`config.mk`:
```
export PLATFORM = sky130hd
export DESIGN_NAME = mish_scale
export DESIGN_NICKNAME = d
export VERILOG_FILES = /design/src/rtl/mish_pkg.sv /design/src/rtl/mish_scale.sv
export SDC_FILE = /design/constraint.sdc
export NUM_CORES = 2
export LEC_CHECK = 0
export BUFFER_PORTS_ARGS = -buffer_cell sky130_fd_sc_hd__buf_2
export CORE_UTILIZATION = 60
export DETAILED_ROUTE_END_ITERATION = 10
export PLACE_DENSITY = 0.85
export SYNTH_ARGS = -nofsm -noshare
export SYNTH_HDL_FRONTEND = slang
export SYNTH_SLANG_ARGS = --single-unit
```
`constraint.sdc`:
```
create_clock -name clk -period 17.55 [get_ports clk]
set_input_delay 0.8775 -clock clk [delete_from_list [all_inputs] [get_ports clk]]
set_output_delay 0.8775 -clock clk [all_outputs]
set_load 0.01 [all_outputs]
```
`src/rtl/mish_pkg.sv`:
```
`default_nettype none
// ----------------------------------------------------------------------------
// mish_pkg
// Shared constants and pipeline payload types for the Mish activation block.
// ----------------------------------------------------------------------------
package mish_pkg;

  // default sample format
  localparam int DATA_WIDTH_DEF = 16;
  localparam int FRAC_BITS_DEF  = 12;

  // widest sample magnitude carried down the pipe
  localparam int MAG_W = 32;

  // range reduction: ln2 in Q56, quotient k below 93
  localparam logic [63:0] LN2_Q56 = 64'h00B1_7217_F7D1_CF7A;
  localparam int          K_W     = 7;

  // 1.0 in Q62
  localparam logic [62:0] ONE_Q62 = 63'h4000_0000_0000_0000;

  // Taylor series of e^-r
  localparam int EXP_TERMS = 24;

  // divide by the term index: three 21-bit digits, remainder below 32
  localparam int DIGIT_W = 21;
  localparam int REM_W   = 5;
  localparam int V_W     = DIGIT_W + REM_W;
  localparam int RECIP_W = V_W + 1;

  // stage counts of each section
  localparam int RED_STAGES   = 8;
  localparam int TERM_STAGES  = 9;
  localparam int RATIO_STAGES = 67;
  localparam int SCALE_STAGES = 2;
  localparam int PIPE_DEPTH   = RED_STAGES + EXP_TERMS * TERM_STAGES +
                                RATIO_STAGES + SCALE_STAGES;

  // per-sample context that travels with every stage
  typedef struct packed {
    logic             neg;
    logic             last;
    logic             big;
    logic [MAG_W-1:0] mag;
    logic [K_W-1:0]   k;
    logic [61:0]      r62;
  } ctx_t;

  // running state of the exponential series
  typedef struct packed {
    ctx_t        ctx;
    logic [63:0] esum;
    logic [62:0] term;
  } exp_t;

  // tanh(softplus(x)) in Q62
  typedef struct packed {
    ctx_t        ctx;
    logic [62:0] t;
  } ratio_t;

endpackage

`default_nettype wire

```
`src/rtl/mish_scale.sv`:
```
`default_nettype none
// ----------------------------------------------------------------------------
// mish_scale
// Multiply |x| by t, round half away from zero and restore the sign.
// The second stage is the output register of the block.
// ----------------------------------------------------------------------------
module mish_scale import mish_pkg::*; #(
  parameter int DATA_WIDTH = DATA_WIDTH_DEF
) (
  input  logic                  clk,
  input  logic                  rst,
  input  logic                  up_valid,
  output logic                  up_ready,
  input  ratio_t                up_data,
  output logic                  dn_valid,
  input  logic                  dn_ready,
  output logic [DATA_WIDTH-1:0] dn_y,
  output logic                  dn_last
);

  localparam int NS = SCALE_STAGES;

  typedef struct packed {
    ctx_t             ctx;
    logic [62:0]      t;
    logic [63:0]      pl;
    logic [63:0]      ph;
    logic [MAG_W-1:0] y;
  } sst_t;

  sst_t dat [NS];
  logic vld [NS];
  logic rdy [NS];
  sst_t head;

  function automatic sst_t step(input int unsigned idx, input sst_t s);
    sst_t             c;
    logic [95:0]      p;
    logic [MAG_W-1:0] ymag;
    c    = s;
    p    = '0;
    ymag = '0;
    case (idx)
      0: begin
        c.pl = 64'(c.ctx.mag) * 64'(c.t[31:0]);
        c.ph = 64'(c.ctx.mag) * 64'(c.t[62:32]);
      end
      1: begin
        p    = (96'(c.ph) << 32) + 96'(c.pl) + (96'(1) << 61);
        ymag = p[62 +: MAG_W];
        c.y  = c.ctx.neg ? (~ymag + 1'b1) : ymag;
      end
      default: begin
      end
    endcase
    return c;
  endfunction

  always_comb begin
    head     = '0;
    head.ctx = up_data.ctx;
    head.t   = up_data.t;
  end

  assign up_ready = rdy[0];
  assign dn_valid = vld[NS-1];
  assign dn_y     = dat[NS-1].y[DATA_WIDTH-1:0];
  assign dn_last  = dat[NS-1].ctx.last;

  for (genvar i = 0; i < NS; i++) begin : g_stage
    logic nxt_rdy;
    logic src_v;
    sst_t src_d;

    if (i == NS - 1) begin : g_tail
      assign nxt_rdy = dn_ready;
    end else begin : g_body
      assign nxt_rdy = rdy[i+1];
    end

    if (i == 0) begin : g_head
      assign src_v = up_valid;
      assign src_d = head;
    end else begin : g_step
      assign src_v = vld[i-1];
      assign src_d = dat[i-1];
    end

    assign rdy[i] = !vld[i] || nxt_rdy;

    always_ff @(posedge clk) begin
      if (rdy[i] && src_v) begin
        dat[i] <= step(i, src_d);
      end
    end

    // advance the valid bit when this stage is free or drains
    always_ff @(posedge clk) begin
      if (rst) begin
        vld[i] <= 1'b0;
      end else if (rdy[i]) begin
        vld[i] <= src_v;
      end
    end
  end

  // a non-negative sample never gives a negative result
  a_pos_sign: assert property (@(posedge clk) disable iff (rst)
    (dn_valid && !dat[NS-1].ctx.neg) |-> !dn_y[DATA_WIDTH-1])
    else $error("positive sample produced negative result");

  // a negative sample gives zero or a negative result
  a_neg_sign: assert property (@(posedge clk) disable iff (rst)
    (dn_valid && dat[NS-1].ctx.neg) |-> (dn_y[DATA_WIDTH-1] || (dn_y == '0)))
    else $error("negative sample produced positive result");

  // large positive samples pass straight through
  a_big_pos: assert property (@(posedge clk) disable iff (rst)
    (dn_valid && dat[NS-1].ctx.big && !dat[NS-1].ctx.neg) |->
    (dn_y == dat[NS-1].ctx.mag[DATA_WIDTH-1:0]))
    else $error("large positive sample not passed through");

  // large negative samples give zero
  a_big_neg: assert property (@(posedge clk) disable iff (rst)
    (dn_valid && dat[NS-1].ctx.big && dat[NS-1].ctx.neg) |-> (dn_y == '0))
    else $error("large negative sample not zero");

endmodule

`default_nettype wire

```
Yosys cells after proc, flatten, opt, wreduce, memory -nomap -nowiden
Memory sizes are Yosys's and may differ from the RTL's.
Index checks and enable logic that the tools add are counted.
{ "totals": {"ff_bits": 0, "mem_bits_rw": 656, "in_bits": 171, "out_inout_bits": 19, "word_cells": 33, "n_memories": 2} }
{ "classes": {"n_addsub": 3, "multipliers": 2, "muxes": 17, "bitwise": 3, "reduce_logical": 6} }
{ "memory_table": {"columns": ["memory", "words", "word_bits", "read_ports", "rd_ports_with_merged_regs", "write_ports", "line", "rtl"], "rows": [
  ["dat", 2, 327, 2, 0, 2, "mish_scale.sv:31", "sst_t dat [NS];"],
  ["vld", 2, 1, 2, 0, 2, "mish_scale.sv:32", "logic vld [NS];"]
]} }
{ "ops": {"columns": ["cell", "n"], "rows": [
  ["$mux 128", 1],
  ["$add 94x62->94 const B", 1],
  ["$add 94x64->94", 1],
  ["$mul 32x32->64", 1],
  ["$mux 32", 2],
  ["$mul 32x31->63", 1],
  ["$add 32x1->32 const B", 1],
  ["$not 32->32", 1],
  ["$mux 1", 14],
  ["$logic_and 1x1->1", 2],
  ["$logic_not 1->1", 2],
  ["$logic_or 1x1->1", 2],
  ["$or 1x1->1", 2]
]} }

Longest topological paths before layout
An unclocked memory read counts as a cell.
{ "logic_depth": {"ltp_word": 8, "ltp_mapped": 29, "mapped_depth_nobuf": 27} }

Worst setup path before layout
Ideal clock, no wire load.
{ "synth_path": {"path_type": "input to register", "startpoint": "input up_data[141] (netlist name)", "endpoint": "memory dat[0][159] (netlist name) (data pin)", "setup_time_ns": 0.266, "t_arrival_ns": 7.862, "t_required_ns": 17.284, "setup_slack_ns": 9.422, "stages": 26, "n_path_buf": 2, "path_cell_list": "clkbuf_1 clkbuf_1 nand2_1 fa_1 inv_1 fa_1 fa_1 inv_1 fa_1 inv_1 fa_1 inv_1 fa_1 inv_1 fa_1 fa_1 ha_1 a211oi_1 a311o_1 a2111oi_2 o21ai_1 o2111ai_1 nand2_1 o41ai_2 and4_1 nor3_1"} }
{ "synth_lines": {"columns": ["element", "line", "rtl"], "rows": [
  ["start, declared", "mish_scale.sv:14", "input ratio_t up_data,"],
  ["end, declared", "mish_scale.sv:31", null]
]} }

==> metrics.md <==
| Metric | Value |
|---|---|
| Tcrit/Tclk final | `56.4%` |
| Starting Density | `60.6%` |
| Finished layout cell area | `65,100 um^2` |
| NumNets Final | `8,899` |
| Clock-pin transition on the worst setup and hold timing paths | `0.06 ns` |
| Mapped Nets | `9,132` |
| Max stage delay cell, worst path | `buf_4` |
| Top FF cell, synth | `edfxtp_1` |
| Critical-path cell list | `buf_2 > buf_4 > and2_1 > fa_1 > fa_1 > fa_1 > inv_1 > fa_1 > inv_1 > fa_1 > fa_1 > fa_1 > fa_1 > ha_1 > and3_1 > a221o_1 > a21oi_1 > o21ai_1 > a2111oi_0 > o21ai_1 > a31oi_1 > a31oi_1 > a221oi_1 > xnor2_1` |
| Netlist Area Pre-Place | `63,700 um^2` |
| Slew @ Worst Pin | `1.18 ns` |
| Die footprint | `108,000 um^2` |
| Die Ht | `328 um` |
| Total track usage | `33.5%` |
| Std-Cell Rows | `119` |
| Post-DRT Antenna Nets | `0` |
| Number of synthesized flops with an enable pin | `99` |
| TritonRoute pass-1 iters | `7` |
| Most frequent cells in the layout | `fa_1 (1,628), inv_1 (1,563), and2_1 (1,001)` |
| Worst-skew pair later-pin latency | `0.39 ns` |
| Crit path max fanout | `38` |
| Setup TNS | `0 ns` |
| Worst setup SP type | `primary input` |
| WL/cell | `21.3 um` |
| CP delay by family, top | `adder cells` |
| Avg Cell Area, Syn | `9.31 um^2` |
| CTS H-tree lvls | `3` |
| Die W | `328 um` |
| Post-detail-place hpwl | `130,000 um` |
| Filler cell count | `8,183` |
| Initial antenna violation count | `12` |
| Setup violations, final | `0` |
| Root Buffer | `clkbuf_16` |
| Vias in the first global route | `53,000` |
| Post-synth cell types | `79` |
| Syn Inst Count | `6,845` |
| Req. time, crit path | `17.62 ns` |
| Largest net degree at the start of global routing | `67` |
| Skew final | `0.0141 ns` |
| Post-CTS resize count | `0` |
| RePlAce Congestion | `0.983` |
| Critical Path AT | `9.97 ns` |
| Drc violations | `0` |
| Storage cell area | `2970 um^2` |
| Clock sink total | `99` |
| Final Routed Wirelength | `171,000 um` |
| Final Hold Fails | `0` |
| First-pass GRT wire length | `279,000 um` |
| Seq/Total Area, Yosys | `4.66%` |
| CTS tree | `yes` |
| Max-cap violations | `0` |
| Remaining global-route overflow | `0` |
| Commonest non-fill, non-tap cell in the layout | `fa_1` |
| Status | `finished clean` |
| Synth warn | `0` |
| Bufs and invs on worst path | `4` |
| Worst Hold Slack | `0.421 ns` |
| Total number of vias | `47,100` |
| Setup bufs post-CTS | `0` |
| Clock buffer depth | `2` |
| TritonCTS Buffers | `9` |
| RSZ-0062 raised after global routing | `false` |
| Slew HR | `20.7%` |
| DP Area | `64,800 um^2` |
| Initial drt markers | `3,840` |
| Layout cell share with drive strength beyond 1 | `3.02%` |
| Async set-reset flop share out of synthesis | `0%` |
| Core Footprint | `105,000 um^2` |
| Min-Delay Path Class | `register to register` |
| Hold_buf cts | `0` |
| Number of port buffers | `119` |
| CP Class | `primary input to register` |
| Most used cell, CP | `fa_1` |
| Drt via density | `5.87` |
| Peak Freq | `101 MHz` |
| Crit path time final | `9.90 ns` |
| Max-slew violation total from the final report | `0` |
| Yosys reg bits | `99` |
| Crit path largest cell delay | `0.66 ns` |
| Multi-input logic area | `53,300 um^2` |
| I/O Pins | `190` |
| CP Capture Type | `register` |
| Area delta synth->final | `2.19%` |
## worst register-to-register path: cells and delay by family (launching register included)
family / cells / cell delay [ns]
and+or+nand+nor: 1 / 0.11
xor gates and xnor gates: 2 / 0.76
AOI/OAI and AO/OA: 7 / 1.97
adders and majority gates: 3 / 1.03
DFF: 1 / 0.49
## metrics by stage
step                worst slack (ns)  cells  util [%]
floorplan                       9.42   6845         -
global placement                7.73   7992      61.6
detailed placement              7.56   7992      61.6
CTS                             7.96   8007      61.9
global route                    7.35   8008      61.9
finish                          7.65   8014      61.9
## logic make-up after synthesis
group | share of synthesized area, %
fa+ha+maj | 60.7
flops | 4.66
simple gates | 17.2
buf+inv | 11.7
compound gates | 3.90
xor+xnor | 1.80
## cell usage after synthesis (4+ instances only)
| library cell | instances | area share, % |
|---|---|---|
| xnor2_1 | 97 | 1.3 |
| a211oi_1 | 12 | 0.14 |
| a21oi_1 | 119 | 0.93 |
| a31oi_1 | 11 | 0.11 |
| and3_1 | 17 | 0.17 |
| a21boi_0 | 5 | 0.059 |
| buf_4 | 16 | 0.19 |
| o2111ai_1 | 4 | 0.055 |
| xor2_1 | 28 | 0.38 |
| o21bai_1 | 10 | 0.12 |
| or2_2 | 6 | 0.059 |
| nor3b_1 | 4 | 0.047 |
| clkbuf_1 | 381 | 2.2 |
| nor2b_1 | 20 | 0.20 |
| inv_1 | 1563 | 9.2 |
| nand4_1 | 23 | 0.23 |
| a2111oi_0 | 5 | 0.069 |
| o221ai_1 | 5 | 0.069 |
| o21ai_1 | 12 | 0.094 |
| nor3_1 | 17 | 0.13 |
| a211o_1 | 4 | 0.055 |
| buf_1 | 9 | 0.053 |
| o31ai_1 | 4 | 0.047 |
| nor2_1 | 41 | 0.24 |
| edfxtp_1 | 99 | 4.7 |
| o21ai_0 | 60 | 0.47 |
| fa_1 | 1628 | 51 |
| ha_1 | 488 | 9.6 |
| nand2_1 | 959 | 5.6 |
| nand2b_1 | 13 | 0.13 |
| nand3_1 | 32 | 0.25 |
| o211ai_1 | 14 | 0.16 |
| o21a_1 | 17 | 0.20 |
| nor4_1 | 6 | 0.059 |
| a21o_1 | 52 | 0.61 |
| and2_1 | 1002 | 9.8 |
## per-layer routing
layer  track usage (%)  vias up  wire [um]
li1                  -    19400          -
met1              41.8    24100      60600
met2              54.7     2846      81300
met3              8.40      685      19800
met4              15.5       16       9230
met5                 0        -        100
## state kept, by name (all words and copies together) (netlist names)
name  flops
dat      97
vld       2
## cell type report
cell class	count	area share [%]
antenna	7	0.0269
timing repair buffer	164	1.44
inverter	1563	9.01
clock inverter	6	0.102
tap	1391	2.67
sequential	99	4.56
multi-input combinational	4775	81.8
clock buffer	9	0.346
## worst paths after layout
check,start,end,slack (ns),depth (start not counted)
max,up_data[148],dat[0][77],7.65,24
min,dat[0][325],dat[0][652],0.42,0
max reg2reg,dat[0][150],dat[0][333],12.92,13
min reg2reg,dat[0][325],dat[0][652],0.42,0
Power is left out: the tool's default activity adds up to more than one toggle a clock period on the data nets, which glitch-free logic cannot reach.
