`config.mk`:
```
export PLATFORM = sky130hd
export DESIGN_NAME = mish_reduce
export DESIGN_NICKNAME = d
export VERILOG_FILES = /design/src/rtl/mish_pkg.sv /design/src/rtl/mish_reduce.sv
export SDC_FILE = /design/constraint.sdc
export NUM_CORES = 1
export LEC_CHECK = 0
export BUFFER_PORTS_ARGS = -buffer_cell sky130_fd_sc_hd__buf_2
export CAP_MARGIN = 30
export CORE_ASPECT_RATIO = 1.2
export CORE_MARGIN = 2
export CORE_UTILIZATION = 50
export DETAILED_ROUTE_END_ITERATION = 16
export PLACE_DENSITY = 0.77
export SLEW_MARGIN = 5
export SYNTH_ARGS = -nofsm -noshare
export SYNTH_HDL_FRONTEND = slang
export SYNTH_SLANG_ARGS = --single-unit
```
`constraint.sdc`:
```
create_clock -name clk -period 11 [get_ports clk]
set_input_delay 1.1 -clock clk [delete_from_list [all_inputs] [get_ports clk]]
set_output_delay 1.1 -clock clk [all_outputs]
set_load 0.02 [all_outputs]
```
`src/rtl/mish_pkg.sv`:
```
`default_nettype none
// ----------------------------------------------------------------------------
// mish_pkg
// Shared constants and pipeline payload types for the Mish activation block.
// ----------------------------------------------------------------------------
package mish_pkg;

  // default sample format
  localparam int DATA_WIDTH_DEF = 16;
  localparam int FRAC_BITS_DEF  = 12;

  // widest sample magnitude carried down the pipe
  localparam int MAG_W = 32;

  // range reduction: ln2 in Q56, quotient k below 93
  localparam logic [63:0] LN2_Q56 = 64'h00B1_7217_F7D1_CF7A;
  localparam int          K_W     = 7;

  // 1.0 in Q62
  localparam logic [62:0] ONE_Q62 = 63'h4000_0000_0000_0000;

  // Taylor series of e^-r
  localparam int EXP_TERMS = 24;

  // divide by the term index: three 21-bit digits, remainder below 32
  localparam int DIGIT_W = 21;
  localparam int REM_W   = 5;
  localparam int V_W     = DIGIT_W + REM_W;
  localparam int RECIP_W = V_W + 1;

  // stage counts of each section
  localparam int RED_STAGES   = 8;
  localparam int TERM_STAGES  = 9;
  localparam int RATIO_STAGES = 67;
  localparam int SCALE_STAGES = 2;
  localparam int PIPE_DEPTH   = RED_STAGES + EXP_TERMS * TERM_STAGES +
                                RATIO_STAGES + SCALE_STAGES;

  // per-sample context that travels with every stage
  typedef struct packed {
    logic             neg;
    logic             last;
    logic             big;
    logic [MAG_W-1:0] mag;
    logic [K_W-1:0]   k;
    logic [61:0]      r62;
  } ctx_t;

  // running state of the exponential series
  typedef struct packed {
    ctx_t        ctx;
    logic [63:0] esum;
    logic [62:0] term;
  } exp_t;

  // tanh(softplus(x)) in Q62
  typedef struct packed {
    ctx_t        ctx;
    logic [62:0] t;
  } ratio_t;

endpackage

`default_nettype wire

```
`src/rtl/mish_reduce.sv`:
```
`default_nettype none
// ----------------------------------------------------------------------------
// mish_reduce
// Capture a sample, take its magnitude and split |x| into k*ln2 + r.
// One quotient bit of k is settled per stage.
// ----------------------------------------------------------------------------
module mish_reduce import mish_pkg::*; #(
  parameter int DATA_WIDTH = DATA_WIDTH_DEF,
  parameter int FRAC_BITS  = FRAC_BITS_DEF
) (
  input  logic                  clk,
  input  logic                  rst,
  input  logic                  up_valid,
  output logic                  up_ready,
  input  logic [DATA_WIDTH-1:0] up_x,
  input  logic                  up_last,
  output logic                  dn_valid,
  input  logic                  dn_ready,
  output ctx_t                  dn_data
);

  localparam int NS = RED_STAGES;

  ctx_t dat [NS];
  logic vld [NS];
  logic rdy [NS];

  // sign, magnitude and the Q56 form of |x|
  function automatic ctx_t entry(input logic [DATA_WIDTH-1:0] x, input logic lst);
    ctx_t                  c;
    logic [DATA_WIDTH-1:0] magw;
    c      = '0;
    c.neg  = x[DATA_WIDTH-1];
    magw   = c.neg ? (~x + 1'b1) : x;
    c.last = lst;
    c.mag  = MAG_W'(magw);
    c.big  = (64'(magw) >> FRAC_BITS) >= 64'd64;
    c.r62  = 62'(64'(magw) << (56 - FRAC_BITS));
    return c;
  endfunction

  // one restoring step against ln2 << bit; the last step moves r to Q62
  function automatic ctx_t step(input int unsigned idx, input ctx_t s);
    ctx_t        c;
    logic [63:0] lim;
    int unsigned b;
    c   = s;
    b   = RED_STAGES - 1 - idx;
    lim = LN2_Q56 << b;
    if (64'(c.r62) >= lim) begin
      c.r62  = 62'(64'(c.r62) - lim);
      c.k[b] = 1'b1;
    end
    if (idx == NS - 1) begin
      c.r62 = {c.r62[55:0], 6'd0};
    end
    return c;
  endfunction

  assign up_ready = rdy[0];
  assign dn_valid = vld[NS-1];
  assign dn_data  = dat[NS-1];

  for (genvar i = 0; i < NS; i++) begin : g_stage
    logic nxt_rdy;
    logic src_v;

    if (i == NS - 1) begin : g_tail
      assign nxt_rdy = dn_ready;
    end else begin : g_body
      assign nxt_rdy = rdy[i+1];
    end

    assign rdy[i] = !vld[i] || nxt_rdy;

    if (i == 0) begin : g_head
      assign src_v = up_valid;
      always_ff @(posedge clk) begin
        if (rdy[i] && src_v) begin
          dat[i] <= entry(up_x, up_last);
        end
      end
    end else begin : g_step
      assign src_v = vld[i-1];
      always_ff @(posedge clk) begin
        if (rdy[i] && src_v) begin
          dat[i] <= step(i, dat[i-1]);
        end
      end
    end

    // advance the valid bit when this stage is free or drains
    always_ff @(posedge clk) begin
      if (rst) begin
        vld[i] <= 1'b0;
      end else if (rdy[i]) begin
        vld[i] <= src_v;
      end
    end
  end

endmodule

`default_nettype wire

```
# Word level (Yosys, flattened, before mapping)
# Memories as Yosys holds them, arrays and structs flattened.
# Cells that the tools add are included.
dict set report totals {
  regBits 0
  mem_bits_rw 840
  in_bits 21
  output_inout_bits 106
  wordCells 129
  n_memories 2
}
dict set report op_classes {
  n_addsub 8
  magnitude_cmp 8
  n_mux 78
  bitwise 9
  n_reduce_logical 24
}
# name depth width rd rd_ports_with_merged_regs write_ports line
set memory_table {}
lappend memory_table {dat 8 104 8 0 8 mish_reduce.sv:24} ;# ctx_t dat [NS];
lappend memory_table {vld 8 1 8 0 8 mish_reduce.sv:25} ;# logic vld [NS];
# op n
set ops {}
lappend ops {{62-bit two-way mux} 13}
lappend ops {{63-bit two-way mux} 2}
lappend ops {{62-bit by 56-bit >= comparator with 1-bit output (second input constant)} 1}
lappend ops {{62-bit by 57-bit >= comparator with 1-bit output (second input constant)} 1}
lappend ops {{62-bit by 58-bit >= comparator with 1-bit output (second input constant)} 1}
lappend ops {{62-bit by 59-bit >= comparator with 1-bit output (second input constant)} 1}
lappend ops {{62-bit by 60-bit >= comparator with 1-bit output (second input constant)} 1}
lappend ops {{62-bit by 61-bit >= comparator with 1-bit output (second input constant)} 1}
lappend ops {{62-bit >= comparator (second input constant)} 1}
lappend ops {{1-bit two-way mux} 62}
lappend ops {{62-bit by 56-bit subtractor with 62-bit output (second input constant)} 1}
lappend ops {{62-bit by 57-bit subtractor with 62-bit output (second input constant)} 1}
lappend ops {{62-bit by 58-bit subtractor with 62-bit output (second input constant)} 1}
lappend ops {{62-bit by 59-bit subtractor with 62-bit output (second input constant)} 1}
lappend ops {{62-bit by 60-bit subtractor with 62-bit output (second input constant)} 1}
lappend ops {{62-bit by 61-bit subtractor with 62-bit output (second input constant)} 1}
lappend ops {{62-bit subtractor (second input constant)} 1}
lappend ops {{16-bit by 1-bit adder with 16-bit output (second input constant)} 1}
lappend ops {{16-bit two-way mux} 1}
lappend ops {{16-bit NOT} 1}
lappend ops {{1-bit logical AND} 8}
lappend ops {{1-bit logical NOT} 8}
lappend ops {{1-bit logical OR} 8}
lappend ops {{1-bit OR} 8}
lappend ops {{4-bit by 7-bit >= comparator with 1-bit output (second input constant)} 1}

# Longest topological paths before layout
# Gate-level depths: netlist (run 1).
dict set report depth {
  depth_word 13
  mapped_depth 12
  ltp_nobuf 9
}

# Worst setup path after synthesis (run 1)
# OpenSTA, ideal clock, no wires.
dict set report synth_timing {
  path_type {input-to-reg}
  startpoint {in dn_ready}
  endpoint {mem dat[1][319] (netlist name), enable pin}
  setup_time_ns 0.521
  arrival_time_ns 4.563
  t_required_ns 10.479
  setup_slack_ns 5.916
  cell_stages 2
  n_path_buf 0
  cell_sequence {nor2b_1 nor2b_1}
}
# element line
set synth_lines {}
lappend synth_lines {{start: declaration} mish_reduce.sv:18} ;# input logic dn_ready,
lappend synth_lines {{end: declaration} mish_reduce.sv:24}

# Final worst setup path (run 1)
dict set report layout_timing {
  startpoint {in dn_ready}
  endpoint {out up_ready}
}
dict set report layout_between {
  elab_chain_cells 8
}
# element line
set layout_lines {}
lappend layout_lines {{1-bit logical OR (8 in series)} mish_reduce.sv:74} ;# assign rdy[i] = !vld[i] || nxt_rdy;
lappend layout_lines {{end: declaration} mish_reduce.sv:14} ;# output logic up_ready,
# No other way between the ends.

==> summary.txt, run 1 <==
post-placement cell count: 1581
Die X: 169 µm
drt via density: 5.15
CP startpoint kind: input pin
Seq/Total Area, Yosys: 66.9%
Worst-path clk slew: 0.06 ns
Tmin final: 3.48 ns
net switching power: 0.000498 W
commonest non-fill, non-tap cell in the layout: edfxtp_1
Seq pwr share: 57.2%
reg-to-reg endpoint: dat[1][239]$_DFFE_PP_
period utilization: 31.7%
Post-CTS Resized: 0
vias in the first global route: 8301
RD Place Congestion: 0.862
All-Layer GR Usage: 14.1%
R2R Setup Slk: 7.53 ns
final cell count without fillers: 1644
initial antenna violation count: 0
Cells after Synth: 1174
worst slew pin tran: 0.945 ns
fill cell count: 2533
vias: 8462
H-tree Lvls: 2
EDFF count, synth: 362
pre-CTS setup slack: 7.51 ns
Post-synth top flop: edfxtp_1
Worst Setup SP: dn_ready
peak supply drop: 0.110 mV
CP max FO: 5
PnR worst setup slack: 7.52 ns
Mapped Area: 16300 µm²
WP data arrival: 2.38 ns
row cnt: 72
Clock Power Share: 41.0%
commonest non-fill, non-tap cells in the layout: 362 x edfxtp_1, 115 x xnor2_1, 99 x buf_2, 86 x nand2_1, 80 x nor2_1
worst skew pair latency: 0.51 ns
DR WL/cell: 14.3 µm
Area growth syn-to-layout: 8.09%
FMAX: 287 MHz
Max-cap violations: 0
share of cells above drive strength 1: 15.0%
core area: 32200 µm²
Initial Util: 50.6%
Die ar.: 34000 µm²
Routed WL: 23400 µm
Final Max Tran Viols: 0
reg2reg start: dat[1][169]$_DFFE_PP_
number of I/O pins: 127
distinct cell type count of the synthesized netlist: 69
Hold Buf Count CTS: 0
WP data required: 9.90 ns
power density cells: 152 nW/µm²
Pint: 0.00217 W
largest net degree at the start of global routing: 78
Hold Crit Depth: 0
nets: 1255
end of the critical path: up_ready
Max Root-Sink Buffers: 3
first-pass GRT wire length: 38800 µm
clk_skew: 0.0146 ns
Slew headroom: 37.0%
post-CTS setup buffer count: 0
final antenna-violating net count: 0
Tightest Hold Check Type: flop to flop
Leakage: 6.05 nW
IO buf count: 99
Final TNS setup: 0 ns
Pre-antenna DRT Iters: 5
root buf cell: clkbuf_16
FF-to-FF path depth: 9
drt drc: 0
final hold violation count: 0
status: finished clean
count of final setup violators: 0
DP Wirelength: 16500 µm
post-synthesis register bit count: 362
TritonCTS buffer count: 37
Starting DRT DRC Count: 689
GRT overflow: 0
Syn Area/Cell: 13.8 µm²
RSZ-0062 raised after global routing: false
die height: 202 µm
CP Class: input pin to primary output
CTS tree: done
synth warn: 0
CP endpoint kind: primary output
Async SR Flop Fraction: 0%
clk sinks: 362
Sw Share: 18.7%
Pwr Total: 0.00267 W
# diodes: 0
Combinational Power Share: 1.8%
[worst max-delay path, cell delays in order]
cell and delay [ns]:
buf_2 0.10, nand4b_1 0.25, nor2_1 0.36, and3_1 0.31, nand2_1 0.09, buf_2 0.16
[cell families (layout without fill, tap and decap cells)]
kind of cell / after synthesis / in the layout / share of synthesized area (%)
AO/OA/AOI/OAI: 133 / 133 / 5.77
XOR/XNOR: 159 / 159 / 8.61
adder cells (fa/ha/maj): 19 / 19 / 1.46
buffers and inverters: 162 / 198 / 6.58
flip-flops: 362 / 362 / 66.9
multiplexers: 3 / 3 / 0.208
other: 1 / 28 / 0.0231
AND/OR/NAND/NOR: 335 / 335 / 10.5
[stage by stage]
stage	hold WS (ns)	area [µm²]	util, %
floorplan	0.400	16400	-
CTS	0.412	17500	54.5
global route	0.419	17600	54.6
global placement	0.401	16500	51.2
finish	0.407	17600	54.6
detailed placement	0.405	16500	51.2
[sequential cells by signal, summed over array words and instances (netlist names)]
register	cells
vld	8
dat	354
[synthesized netlist by cell type, drive strengths merged (4+ instances only)]
cell type / count / area, µm²
a21oi: 27 / 135
nand4: 19 / 125
nand3b: 8 / 60.1
nand4b: 4 / 35.0
nor3: 21 / 110
xnor2: 116 / 1020
inv: 32 / 120
xor2: 43 / 377
buf: 124 / 927
and3: 7 / 43.8
nor2b: 18 / 113
o41ai: 5 / 66.3
o31ai: 10 / 75.1
a2111o: 4 / 45.0
nor3b: 7 / 52.6
a211oi: 10 / 87.6
nand3: 30 / 160
o21a: 6 / 45.0
ha: 19 / 238
or2: 5 / 31.3
a21o: 7 / 52.6
nand2: 88 / 335
nand2b: 11 / 68.8
nor4: 10 / 62.6
clkbuf: 6 / 22.5
edfxtp: 362 / 10900
nor2: 80 / 300
a31oi: 7 / 43.8
o21ai: 35 / 179
or3: 7 / 48.8
and2: 10 / 62.6
[routing by layer]
layer,GRT usage [%],vias up,wire (µm)
li1,-,4217,-
met1,15.1,3974,8970
met2,26.7,208,12600
met3,2.85,63,1060
met4,5.70,0,762
met5,0,-,0
[power groups by stage]
stage          Clock, W  Combinational, W  Sequential, W
4_1_cts         0.00112         0.0000469        0.00153
3_3_place_gp          0         0.0000448        0.00156
6_report        0.00110         0.0000470        0.00153
2_1_floorplan         0         0.0000426        0.00155
5_1_grt         0.00119         0.0000529        0.00153
3_5_place_dp          0         0.0000468        0.00156
[final cells by class]
cell class / instances / area (µm²) / share of cell area, %
Tap cell: 407 / 509 / 2.90
Inverter: 32 / 120 / 0.684
Clock buffer: 46 / 960 / 5.46
Sequential cell: 362 / 10900 / 61.9
Clock inverter: 15 / 88.8 / 0.506
Multi-Input combinational cell: 677 / 4440 / 25.3
Timing Repair Buffer: 105 / 586 / 3.33
[worst min-delay path by stage]
stage | start | endpoint | slack [ns]
after floorplan | dat[0][69]$_DFFE_PP_ | dat[0][173]$_DFFE_PP_ | 0.40
after global placement | dat[0][180]$_DFFE_PP_ | dat[0][284]$_DFFE_PP_ | 0.40
after detailed placement | dat[0][77]$_DFFE_PP_ | dat[0][181]$_DFFE_PP_ | 0.40
after CTS | dat[1][291]$_DFFE_PP_ | dat[1][395]$_DFFE_PP_ | 0.41
after global routing | dat[1][180]$_DFFE_PP_ | dat[1][284]$_DFFE_PP_ | 0.42
final | dat[1][310]$_DFFE_PP_ | dat[1][414]$_DFFE_PP_ | 0.41
Power figures use the tool's default switching activity.
==> inputs of run 2 (changes only) <==
ABC_AREA = 1   (was default)
clock period = 3.5 ns   (was 11 ns; I/O delays follow)
==> summary.txt, run 2 <==
Tmin final: 2.66 ns
Area growth syn-to-layout: 8.99%
vias: 12700
clk_skew: 0.0208 ns
peak supply drop: 0.307 mV
top post-synthesis cells by area: edfxtp_1 58%, nand2_1 12%, inv_1 4.8%, buf_4 4.6%, nand3_1 3.4%
power density cells: 445 nW/µm²
adder-cell share of the synthesized area: 1.28%
Mapped Area: 18600 µm²
fraction of the mapped netlist area in compound gates: 4.01%
Post-synth top flop: edfxtp_1
vias in the first global route: 12600
multiplexer share of the synthesized area: 0%
share of cells above drive strength 1: 9.84%
Slew headroom: 42.5%
largest family of logic cells by synthesized area: simple AND/OR/NAND/NOR gates
slowest stage delay, CP: 0.32 ns
GRT overflow: 0
Hold Startpoint: up_x[14]
worst slew pin tran: 0.862 ns
Syn Area/Cell: 9.40 µm²
Hold Path Sink: dat[0][83]$_DFFE_PP_
largest reg by FF count: dat
post-synth top area share: 58.5%
count of final setup violators: 0
Cells after Synth: 1977
reg-to-reg endpoint: dat[1][252]$_DFFE_PP_
Worst-path clk slew: 0.06 ns
Post-CTS Resized: 0
crit path buf inv count: 3
R2R Setup Slk: 0.94 ns
Commonest cells post-synth: 611 x nand2_1, 362 x edfxtp_1, 238 x inv_1
final hold violation count: 0
# diodes: 0
CP max FO: 4
largest net degree at the start of global routing: 64
H-tree Lvls: 2
Die ar.: 38700 µm²
WP data required: 3.15 ns
synth warn: 0
Hold Crit Depth: 3
Leakage: 8.83 nW
IO buf count: 99
CP startpoint kind: flop
reg2reg start: dat[1][169]$_DFFE_PP_
Async SR Flop Fraction: 0%
Max-cap violations: 0
simple-gate share of the synthesized area: 22.2%
commonest non-fill, non-tap cell in the layout: nand2_1
crit-path most repeated cell: nand2_1
die height: 215 µm
period utilization: 75.9%
top flop regs: dat (354), vld (8)
Tightest Hold Check Type: input pin to flop
final antenna-violating net count: 0
Pre-antenna DRT Iters: 6
initial antenna violation count: 0
TritonCTS buffer count: 37
number of I/O pins: 127
RSZ-0062 raised after global routing: false
DR WL/cell: 14.1 µm
drt via density: 5.04
first-pass GRT wire length: 59000 µm
commonest non-fill, non-tap cells in the layout: 610 x nand2_1, 362 x edfxtp_1, 236 x inv_1, 151 x nor2_1, 125 x nand3_1
worst skew pair latency: 0.55 ns
Critical Path, Cell by Cell: inv_1 > nor2_1 > nand2_1 > nor2_2 > nand2_1 > nor2_1 > nand2_1 > nor2_2 > inv_1 > buf_2
Initial Util: 50.6%
Max stage delay cell, worst path: edfxtp_1
max reg flops: 354
most frequent cell after synthesis: nand2_1
fill cell count: 3176
DP Wirelength: 27000 µm
Max Root-Sink Buffers: 3
Routed WL: 35600 µm
FF-to-FF path depth: 10
CP endpoint kind: primary output
status: finished clean
xor/xnor cell area share of the yosys netlist: 3.72%
Final Max Tran Viols: 0
Seq/Total Area, Yosys: 58.5%
Hold Slack: 0.0982 ns
All-Layer GR Usage: 18.6%
WP data arrival: 2.31 ns
drt drc: 0
distinct cell type count of the synthesized netlist: 32
Starting DRT DRC Count: 802
EDFF count, synth: 362
FMAX: 376 MHz
clk sinks: 362
Die X: 180 µm
root buf cell: clkbuf_16
CP Class: flop to primary output
Final TNS setup: 0 ns
Final Util: 55.2%
RD Place Congestion: 0.920
row cnt: 77
CTS tree: done
Yosys top cell by area: edfxtp_1
Top delay family on crit path: simple AND/OR/NAND/NOR gates
post-synthesis register bit count: 362
core area: 36700 µm²
nets: 2066
[run 2: worst register-to-register path, stage by stage (launching register included)]
cell	delay (ns)
edfxtp_1	0.44
inv_1	0.13
ha_1	0.23
nand3_1	0.12
nand2_1	0.06
nand2_1	0.13
nand3_1	0.12
nand2_2	0.48
inv_2	0.28
o21ai_0	0.24
nand2_1	0.08
[run 2: through the flow]
stage	setup WS [ns]	total power (W)	std cells	cell area (µm²)
2_1_floorplan	0.254	0.00506	2004	18700
3_3_place_gp	1.06	0.00508	2459	19000
3_5_place_dp	0.987	0.00508	2459	19000
4_1_cts	0.812	0.00912	2526	20300
5_1_grt	0.549	0.00931	2526	20300
6_report	0.844	0.00902	2526	20300
[run 2: where the power goes]
part | switching [W] | leakage (nW) | internal [W]
combinational | 0.000129 | 4.88 | 0.0000524
clock | 0.00162 | 0.617 | 0.00241
sequential | 0.0000237 | 3.33 | 0.00479
[run 2: what timing repair did]
item / 4_1_cts / 5_1_grt
hold buffers: 2 / 0
setup buffers: 0 / 0
endpoints found under the hold margin: 2 / 0
[run 2: worst max path at each step]
stage                                     start  cells after the start               endpoint
final                       vld[1][2]$_DFFE_PP_                     10               up_ready
after global routing        vld[1][2]$_DFFE_PP_                     10               up_ready
after CTS                   vld[1][2]$_DFFE_PP_                     10               up_ready
after detailed placement  dat[1][169]$_DFFE_PP_                     10  dat[1][252]$_DFFE_PP_
after global placement    dat[1][169]$_DFFE_PP_                     10  dat[1][252]$_DFFE_PP_
after floorplan             vld[1][3]$_DFFE_PP_                      5  dat[1][102]$_DFFE_PP_
[run 2: logic make-up (layout without fill, tap and decap cells)]
group                      count (synthesis)  after routing
DFF                                      362            362
other                                      1             28
adders and majority gates                 19             19
AOI/OAI and AO/OA                        143            143
buffers and inverters                    382            430
xor gates and xnor gates                  79             79
and+or+nand+nor                          991            991
[run 2: cell type report]
cell class                      instances  area [µm²]  area share (%)
Sequential cell                       362       10900            53.7
Multi-Input combinational cell       1260        5930            29.3
Clock buffer                           41         941            4.65
Inverter                              248         931            4.60
Timing Repair Buffer                  117         673            3.32
Tap cell                              474         593            2.93
Clock inverter                         24         318            1.57
[run 2: layer usage]
metal / routed length [µm] / vias to the layer above / global-route usage [%]
met5: 0 / - / 0
met4: 1680 / 0 / 9.40
met3: 1520 / 100 / 2.76
met2: 18700 / 308 / 35.4
met1: 13700 / 5862 / 19.9
li1: - / 6469 / -
==> inputs of run 3 (changes only) <==
PLACE_DENSITY = 0.8   (was 0.77)
clock period = 2.4 ns   (was 3.5 ns; I/O delays follow)
==> summary.txt, run 3 (synthesis results as in run 2) <==
status: finished clean
TritonCTS buffer count: 37
Final Max Tran Viols: 0
IO buf count: 99
crit path buf inv count: 2
GRT overflow: 0
root buf cell: clkbuf_16
H-tree Lvls: 2
FMAX: 442 MHz
Top delay family on crit path: simple AND/OR/NAND/NOR gates
top flop regs: dat (354), vld (8)
Worst-path clk slew: 0.06 ns
final antenna-violating net count: 0
period utilization: 94.3%
CP startpoint kind: flop
number of stages on the worst setup path: 10
FF-to-FF path depth: 10
DR WL/cell: 13.9 µm
final hold violation count: 0
largest net degree at the start of global routing: 49
Die ar.: 38700 µm²
PnR worst setup slack: 0.137 ns
Initial Util: 50.6%
Slew headroom: 55.1%
power density cells: 634 nW/µm²
CP endpoint kind: primary output
nets: 2079
All-Layer GR Usage: 18.3%
CP Class: flop to primary output
Leakage: 8.87 nW
drt via density: 5.07
core area: 36700 µm²
Hold Slack: 0.0236 ns
Final Util: 55.7%
initial antenna violation count: 0
RSZ-0062 raised after global routing: false
crit-path most repeated cell: nand2_2
Starting DRT DRC Count: 861
Max Root-Sink Buffers: 3
max reg flops: 354
fill cell count: 3132
CTS tree: done
pre-CTS setup slack: 0.181 ns
clk_skew: 0.0180 ns
largest reg by FF count: dat
WP data arrival: 2.02 ns
Pre-antenna DRT Iters: 5
vias in the first global route: 12600
commonest non-fill, non-tap cell in the layout: nand2_1
Tmin final: 2.26 ns
die height: 215 µm
share of cells above drive strength 1: 10.4%
Critical Path, Cell by Cell: nand2_2 > nor2_4 > nand2_2 > nor2_4 > nand2_2 > nor2_4 > nand2_2 > nor2_2 > inv_1 > buf_2
Area growth syn-to-layout: 9.96%
peak supply drop: 0.592 mV
Die X: 180 µm
number of I/O pins: 127
RD Place Congestion: 0.920
clk sinks: 362
worst skew pair latency: 0.55 ns
Final TNS setup: 0 ns
# diodes: 0
vias: 12900
commonest non-fill, non-tap cells in the layout: 606 x nand2_1, 362 x edfxtp_1, 235 x inv_1, 149 x nor2_1, 125 x nand3_1
worst slew pin tran: 0.672 ns
slowest stage delay, CP: 0.35 ns
Max stage delay cell, worst path: edfxtp_1
Max-cap violations: 0
row cnt: 77
DP Wirelength: 26300 µm
Routed WL: 35300 µm
drt drc: 0
count of final setup violators: 0
Hold Crit Depth: 2
first-pass GRT wire length: 58600 µm
Tightest Hold Check Type: input pin to flop
CP max FO: 4
WP data required: 2.16 ns
[run 3: power by group]
part	internal (W)	leakage (nW)	total, W	switching, W
combinational	0.0000833	4.96	0.000275	0.000192
sequential	0.00698	3.33	0.00702	0.0000374
clock	0.00328	0.579	0.00566	0.00238
total	0.0103	8.87	0.0130	0.00261
[run 3: area by class of cell]
| class | instances | area, µm² | share of cell area [%] |
|---|---|---|---|
| Tap cell | 474 | 593 | 2.90 |
| Sequential cell | 362 | 10900 | 53.2 |
| Clock inverter | 22 | 229 | 1.12 |
| Timing Repair Buffer | 130 | 866 | 4.24 |
| Multi-Input combinational cell | 1260 | 5960 | 29.2 |
| Inverter | 248 | 938 | 4.59 |
| Clock buffer | 46 | 981 | 4.80 |
[run 3: routing by layer]
metal	global-route usage (%)	share of wire, %	vias up
met4	8.18	4.2	0
met1	19.5	38	5922
met3	2.73	4.1	105
li1	-	-	6512
met5	0	0	-
met2	35.4	54	350
[run 3: final timing paths]
kind                         start                     to  slack, ns
max            vld[1][3]$_DFFE_PP_               up_ready       0.14
min                        up_x[8]   dat[0][77]$_DFFE_PP_       0.02
max reg2reg   dat[1][65]$_DFFE_PP_  dat[1][161]$_DFFE_PP_       0.24
min reg2reg  dat[1][182]$_DFFE_PP_  dat[1][286]$_DFFE_PP_       0.41
[run 3: per-stage QoR]
| stage | instances | cell area (µm²) | power [W] |
|---|---|---|---|
| final | 2542 | 20400 | 0.0130 |
| after floorplan | 2004 | 18700 | 0.00737 |
| after global placement | 2463 | 19100 | 0.00740 |
| after detailed placement | 2463 | 19100 | 0.00742 |
| after global routing | 2542 | 20400 | 0.0134 |
| after CTS | 2536 | 20400 | 0.0131 |
[run 3: timing repair]
item,CTS,global route
hold buffers,5,0
setup endpoints to repair,1,1
pin swaps,0,4
hold endpoints to repair,6,0
gates resized for setup,3,7
buffers inserted,0,5
